--- src/hw/rtl/svfm_pkg.sv ---
`default_nettype none
package svfm_pkg;

	localparam int ExpBits = 29;
	localparam int QBits = 31;

	typedef logic [63:0] exp_tab_t [ExpBits];
	typedef logic [31:0] coef_pair_t [2];

	localparam logic [31:0] ONE31 = 32'h8000_0000;
	localparam logic [63:0] ONE62 = 64'h4000_0000_0000_0000;

	localparam logic [1:0] MethodConst = 2'd0;
	localparam logic [1:0] MethodMid = 2'd1;
	localparam logic [1:0] MethodCd = 2'd2;
	localparam logic [1:0] MethodHmd = 2'd3;

	localparam logic [1:0] CfgMethod = 2'd0;
	localparam logic [1:0] CfgSex = 2'd1;
	localparam logic [1:0] CfgSep = 2'd2;

	localparam logic [2:0] AgeInfant = 3'd0;
	localparam logic [2:0] AgeOneFour = 3'd1;
	localparam logic [2:0] AgeSingle = 3'd2;
	localparam logic [2:0] AgeFive = 3'd3;

	// thresholds q8.24, values and slopes q2.30, index 0 female 1 male
	localparam logic [31:0] CD_THR = 32'd1795162;
	localparam coef_pair_t CD_HI = '{32'd375809638, 32'd354334802};
	localparam coef_pair_t CD_C0 = '{32'd56908317, 32'd48318382};
	localparam coef_pair_t CD_SL = '{32'd3006477107, 32'd2881923056};
	localparam coef_pair_t HMD_THR1 = '{32'd1156118, 32'd1393683};
	localparam coef_pair_t HMD_THR2 = '{32'd289239, 32'd385876};
	localparam coef_pair_t HMD_HI = '{32'd337273044, 32'd321209867};
	localparam coef_pair_t HMD_CM = '{32'd50111531, 32'd30408368};
	localparam coef_pair_t HMD_SM = '{32'd4167073907, 32'd3500623832};
	localparam coef_pair_t HMD_CL = '{32'd160019744, 32'd160298917};
	localparam coef_pair_t HMD_SL = '{32'd2206829359, 32'd2142598123};

	// exp(-2^(b-24)) in q2.62, alternating series then squaring
	function automatic exp_tab_t build_exp_tab();
		exp_tab_t tab;
		logic [63:0] term;
		logic [63:0] sum;
		logic [127:0] pr;
		int s;
		for (int b = 0; b <= 24; b++) begin
			s = 24 - b;
			term = ONE62;
			sum = ONE62;
			for (int k = 1; k <= 25; k++) begin
				term = (term >> s) / 64'(k);
				if (k % 2 == 1) begin
					sum = sum - term;
				end else begin
					sum = sum + term;
				end
			end
			tab[b] = sum;
		end
		for (int b = 25; b < ExpBits; b++) begin
			pr = {64'd0, tab[b-1]} * {64'd0, tab[b-1]};
			tab[b] = pr[125:62];
		end
		return tab;
	endfunction

	localparam exp_tab_t EXP_TAB = build_exp_tab();

endpackage
`default_nettype wire

--- src/hw/rtl/svfm_div.sv ---
`default_nettype none
// restoring divider, one quotient bit a cycle, needs num < den
module svfm_div (
	input  wire logic        clk,
	input  wire logic        arst_n,
	input  wire logic        start,
	input  wire logic [59:0] num,
	input  wire logic [59:0] den,
	output logic             done,
	output logic [svfm_pkg::QBits-1:0] quot
);

	logic [59:0] rem_q;
	logic [59:0] den_q;
	logic [svfm_pkg::QBits-1:0] quot_q;
	logic [4:0]  cnt_q;
	logic        busy_q;
	logic        done_q;
	logic [60:0] r2;
	logic        fit;

	assign r2 = {rem_q, 1'b0};
	assign fit = r2 >= {1'b0, den_q};

	always_ff @(posedge clk) begin
		if (start) begin
			rem_q <= num;
			den_q <= den;
			quot_q <= '0;
		end else if (busy_q) begin
			rem_q <= fit ? 60'(r2 - {1'b0, den_q}) : r2[59:0];
			quot_q <= {quot_q[svfm_pkg::QBits-2:0], fit};
		end
	end

	always_ff @(posedge clk or negedge arst_n) begin
		if (!arst_n) begin
			busy_q <= 1'b0;
			done_q <= 1'b0;
			cnt_q <= '0;
		end else begin
			done_q <= 1'b0;
			if (start) begin
				busy_q <= 1'b1;
				cnt_q <= '0;
			end else if (busy_q) begin
				cnt_q <= cnt_q + 5'd1;
				if (cnt_q == 5'(svfm_pkg::QBits - 1)) begin
					busy_q <= 1'b0;
					done_q <= 1'b1;
				end
			end
		end
	end

	assign done = done_q;
	assign quot = quot_q;

endmodule
`default_nettype wire
--- config.mk ---
export PLATFORM = sky130hd
export DESIGN_NAME = svfm_div
export DESIGN_NICKNAME = d
export VERILOG_FILES = /design/src/hw/rtl/svfm_pkg.sv /design/src/hw/rtl/svfm_div.sv
export SDC_FILE = /design/constraint.sdc
export NUM_CORES = 1
export LEC_CHECK = 0
export ABC_AREA = 1
export BUFFER_PORTS_ARGS = -buffer_cell sky130_fd_sc_hd__buf_2
export CORE_MARGIN = 4
export CORE_UTILIZATION = 30
export CTS_CLUSTER_SIZE = 8
export DETAILED_ROUTE_END_ITERATION = 8
export SLEW_MARGIN = 30
export SYNTH_ARGS = -nofsm -noshare
export SYNTH_HDL_FRONTEND = slang
export SYNTH_SLANG_ARGS = --single-unit
--- constraint.sdc ---
create_clock -name clk -period 6.2 [get_ports clk]
set_input_delay 1.55 -clock clk [delete_from_list [all_inputs] [get_ports clk]]
set_output_delay 1.55 -clock clk [all_outputs]
set_load 0.01 [all_outputs]
==> results of run 1 <==
[power by group]
group | internal (mW) | switching, mW | total (mW)
sequential | 1.43 | 0.117 | 1.55
clock | 0.548 | 0.536 | 1.08
combinational | 1.26 | 2.47 | 3.73
[metal layers]
layer	GRT usage, %	routed length, um
met1	25.1	19400
met2	29.0	17700
met4	5.26	747
met5	0	17
met3	3.82	2120
[sequential cells by signal, summed over array words and instances, names as in the netlist]
| register | count |
|---|---|
| quot | 31 |
| busy_q | 1 |
| rem_q | 60 |
| cnt_q | 5 |
| done | 1 |
| den_q | 60 |
[critical path, stage by stage (launching register included)]
cell,delay [ns]
edfxtp_1,0.41
ha_1,0.45
nand2_1,0.18
nor2_1,0.25
and2_1,0.23
nand2_1,0.11
clkinv_1,0.09
nand3_4,0.64
nand2_2,0.91
buf_4,0.44
nand2_1,0.10
nand3_1,0.08
nand2_1,0.07
[area by class of cell]
class,instances,area (um^2)
Clock buffer,17,425
Tap cell,532,666
Fill cell,4556,26600
Antenna cell,1,2.50
Inverter,447,1680
Timing Repair Buffer,160,818
Sequential cell,158,4400
Clock inverter,15,184
Multi-Input combinational cell,1279,6150
[how the worst min path moves through the flow]
| stage | startpoint | endpoint | slack, ns | cells after the start |
|---|---|---|---|---|
| after floorplan | cnt_q[4] | cnt_q[4] | 0.43 | 1 |
| after global placement | quot[30] | quot[30] | 0.45 | 2 |
| after detailed placement | quot[30] | quot[30] | 0.46 | 2 |
| after CTS | cnt_q[4] | cnt_q[4] | 0.47 | 1 |
| after global routing | cnt_q[4] | cnt_q[4] | 0.51 | 1 |
| final | cnt_q[4] | cnt_q[4] | 0.47 | 1 |
[Yosys cell counts, drive strengths merged]
cell type	instances	area share, %
nand2	792	24
inv	445	13
edfxtp	120	29
nand3	119	5.0
nor2	110	3.6
ha	62	6.2
nand3b	57	3.4
a21oi	38	1.6
dfxtp	31	5.0
o22ai	29	1.5
xnor2	28	2.0
buf	23	1.1
clkbuf	15	0.45
nand4	15	0.76
o21ai	10	0.40
dfrtp	7	1.4
nor3	7	0.32
and2	3	0.15
clkinv	2	0.060
nor4	2	0.10
o21bai	2	0.12
xor2	2	0.14
a21o	1	0.060
fa	1	0.16
o21a	1	0.060
[logic make-up (layout without fill, tap and decap cells)]
family | after synthesis | count (layout) | share of synthesized area [%]
compound gates | 81 | 81 | 3.67
simple gates | 1105 | 1105 | 37.3
xor+xnor | 30 | 30 | 2.12
flops | 158 | 158 | 35.4
fa+ha+maj | 63 | 63 | 6.41
buf+inv | 485 | 639 | 15.1
other cells | 0 | 1 | 0
[through the flow]
stage                     worst slack (ns)  total power [mW]  util (%)  std cells
after CTS                             1.92              6.43      35.0       2608
after global placement                2.00              5.30      33.5       2576
final                                 1.95              6.36      35.0       2609
after floorplan                       1.93              4.27         -       1922
after global routing                  1.59              7.03      35.0       2609
after detailed placement              1.97              5.29      33.5       2576
==> impl_metrics.ini, run 1 <==
[worst_setup_path]
crit_required_ns = 6.42
regToRegEndpoint = rem_q[17]
path_max_fanout = 60
cp.arrival_ns = 4.46
critPathCaptureType = flop
start_kind = flop
critPathKind = flop to flop
worst-r2r-cell-count = 12
endpoint = rem_q[17]
startpoint = rem_q[44]
reg2reg_from = rem_q[44]
reg2reg_setup_slack_ns = 1.95

[timing]
finalCritPeriodShare_pct = 68.5
fin_tns_setup_ns = 0
rsz0062_at_grt = false
hold_viol = 0
fmax_mhz = 235
min_period_ns = 4.25
setup_viol_count_final = 0
finalMaxSlewViolations = 0
hold_slack_ns = 0.469
skew_ns = 0.0215
relSlewSlack_pct = 43.6
tightest_slew_ns = 0.846

[grt]
grt-ovfl-total = 0
grt_pass1_vias = 11800
grt_pass1_wl_mm = 63.5
antenna_found_initial = 3
grt_max_degree = 61
track_usage_pct = 18.2

[place]
globalplace.congestion = 0.970
dpl-instance-area_um2 = 13700
io_buffers = 154
dp_hpwl_mm = 32.6

[synth]
synth_seq_cells = 158
seq_area_frac_synth_pct = 35.4
ys_warn_count = 0
syn_inst = 1922
synth.distinct_cells = 36
syn_nets = 2108
syn_avg_cell_area_um2 = 6.46
syn_area_um2 = 12400

[final_layout]
mostFrequentLayoutCells = nand2_1 (788), inv_1 (433), buf_2 (153)
syn_to_final_growth_pct = 15.4
nets = 2249
drive_gt1_share_pct = 10.8
fin_area_um2 = 14300
final_common_cell = nand2_1

[clock_tree]
cts_root_buf = clkbuf_16
cts.sinks = 158
clk_pin_slew_ns = 0.07
clkLatencyLatePin_ns = 0.48
cts_buffer_depth = 2
htree_levels = 4
cts_buffers = 17
post_cts_buffers = 0
cts_tree = built
cts_resized = 0
hold_buffers = 0

[floorplan]
rows = 74
die-area_um2 = 44700
start_util_pct = 30.4
coreArea_um2 = 40900
die_w_um = 211
num_io_pins = 155
die_h_um = 211

[drt]
drcViolationCount = 0
post_drt_wl_per_cell_um = 15.3
dr.first_iter.drc_count = 767
postRouteAntennaNets = 0
drtPass1Iterations = 5
wirelength_mm = 40.0
avgViaCountPerCell = 4.48
vias = 11700

[outcome]
status = finished, final reports clean

[hold_path]
hp-class = flop to flop

[job]
maxCapViolCount = 0

[power]
p_leak_nw = 7.96
ir_worst_vdd_v = 0.000213
p_per_area_nw_per_um2 = 444
Power figures use the tool's default switching activity.
==> run 2, diff against run 1 <==
==> constraint.sdc (replaced) <==
create_clock -name clk -period 3.9 [get_ports clk]
set_input_delay 0.975 -clock clk [delete_from_list [all_inputs] [get_ports clk]]
set_output_delay 0.975 -clock clk [all_outputs]
set_load 0.01 [all_outputs]
==> run 2 against run 1 <==
Cell area hardly changed. Register-to-register slack worse by 1.0 ns. Maximum frequency is 43% higher. Largest cell class unchanged.
==> impl_metrics.ini, run 2 (synthesized netlist as in run 1, its figures left out) <==
[power]
p_per_area_nw_per_um2 = 708
power_mw = 10.2
ir_worst_vdd_v = 0.000322
p_leak_nw = 7.96

[final_layout]
fin_area_um2 = 14300
mostFrequentLayoutCells = nand2_1 (789), inv_1 (433), buf_2 (153)
nets = 2253
final_common_cell = nand2_1
drive_gt1_share_pct = 10.9
syn_to_final_growth_pct = 15.4
postLayoutCoreUtil_pct = 35.0

[clock_tree]
cts_resized = 0
htree_levels = 4
cts_buffer_depth = 2
cts_root_buf = clkbuf_16
clk_pin_slew_ns = 0.08
hold_buffers = 0
cts_tree = built
cts_buffers = 17
cts.sinks = 158
clkLatencyLatePin_ns = 0.48
post_cts_buffers = 0

[worst_setup_path]
start_kind = flop
reg2reg_setup_slack_ns = 0.93
cpPeakStageDelay_ns = 0.46
worst-r2r-cell-count = 15
critPathMostFrequentCell = nand2_1
worst_path_max_delay_cell = ha_1
reg2reg_from = rem_q[46]
cp.arrival_ns = 3.20
crit_required_ns = 4.13
crit_path_cell_trace = ha_1, nand2_1, nor2_1, inv_2, nor2_2, nand2_1, nor2_1, nand2_1, nand3_2, nor2_4, nand2_2, buf_12, nand3_1, nand2_1, nand2_1
critPathKind = flop to flop
regToRegEndpoint = rem_q[55]
critPathCaptureType = flop
path_max_fanout = 60

[floorplan]
coreArea_um2 = 40900
rows = 74
die_w_um = 211
num_io_pins = 155
start_util_pct = 30.4
die_h_um = 211
die-area_um2 = 44700

[grt]
grt-ovfl-total = 0
grt_util_met3_pct = 3.76
grt_max_degree = 64
track_usage_pct = 18.5
antenna_found_initial = 3
grt_pass1_wl_mm = 63.8
grt_util_met2_pct = 29.0
grt-busiest-layer = met2
met1_usage_pct = 26.4
grt_pass1_vias = 11400

[timing]
min_period_ns = 2.97
finalCritPeriodShare_pct = 76.1
hold_slack_ns = 0.333
fmax_mhz = 337
finalMaxSlewViolations = 0
rsz0062_at_grt = false
setup_viol_count_final = 0
hold_viol = 0
relSlewSlack_pct = 42.7
tightest_slew_ns = 0.859
skew_ns = 0.0194
fin_tns_setup_ns = 0

[place]
dpl-instance-area_um2 = 13800
dp_hpwl_mm = 33.3
io_buffers = 154
globalplace.congestion = 0.951

[drt]
avgViaCountPerCell = 4.48
post_drt_wl_per_cell_um = 15.7
drcViolationCount = 0
vias = 11700
wirelength_mm = 40.9
postRouteAntennaNets = 0
drtPass1Iterations = 7
dr.first_iter.drc_count = 866

[hold_path]
hp-class = primary input to async pin

[job]
maxCapViolCount = 0

[outcome]
status = finished, final reports clean
## run 2: through the flow
| stage | instances | worst slack (ns) |
|---|---|---|
| final | 2613 | 0.934 |
| after global routing | 2613 | 0.693 |
| after CTS | 2612 | 0.917 |
| after detailed placement | 2580 | 0.946 |
| after global placement | 2580 | 0.924 |
| after floorplan | 1922 | 0.204 |
## run 2: how the worst max path moves through the flow
stage / start / end / cells past startpoint
6_report: rem_q[46] / rem_q[55] / 15
5_1_grt: rem_q[46] / rem_q[50] / 15
4_1_cts: rem_q[45] / rem_q[34] / 15
3_5_place_dp: rem_q[45] / rem_q[34] / 15
3_3_place_gp: rem_q[45] / rem_q[34] / 15
2_1_floorplan: start / rem_q[0] / 4
## run 2: worst max-delay path, delay by kind of cell, from the launching register on
family	cells	cell delay, ns
adders and majority gates	1	0.46
buffers and inverters	2	0.35
DFF	1	0.41
and+or+nand+nor	12	1.47
## run 2: layer usage
layer / share of wire (%) / up-vias
met5: 0.054 / -
met4: 1.5 / 4
met3: 5.3 / 32
met2: 44 / 273
met1: 49 / 5278
li1: - / 6131
## run 2: cell type report
type / instances / area [um^2]
clock inverter: 14 / 146
sequential: 158 / 4400
clock buffer: 18 / 429
antenna: 1 / 2.50
tap: 532 / 666
inverter: 447 / 1680
timing repair buffer: 164 / 861
fill: 4535 / 26600
multi-input combinational: 1279 / 6150
## run 2: power by group
part           total, mW  leakage, nW  internal [mW]  switching, mW
logic               6.00         6.11           2.03           3.97
registers           2.47         1.57           2.28          0.196
clock network       1.68        0.285          0.851          0.828
total               10.2         7.96           5.15           5.00
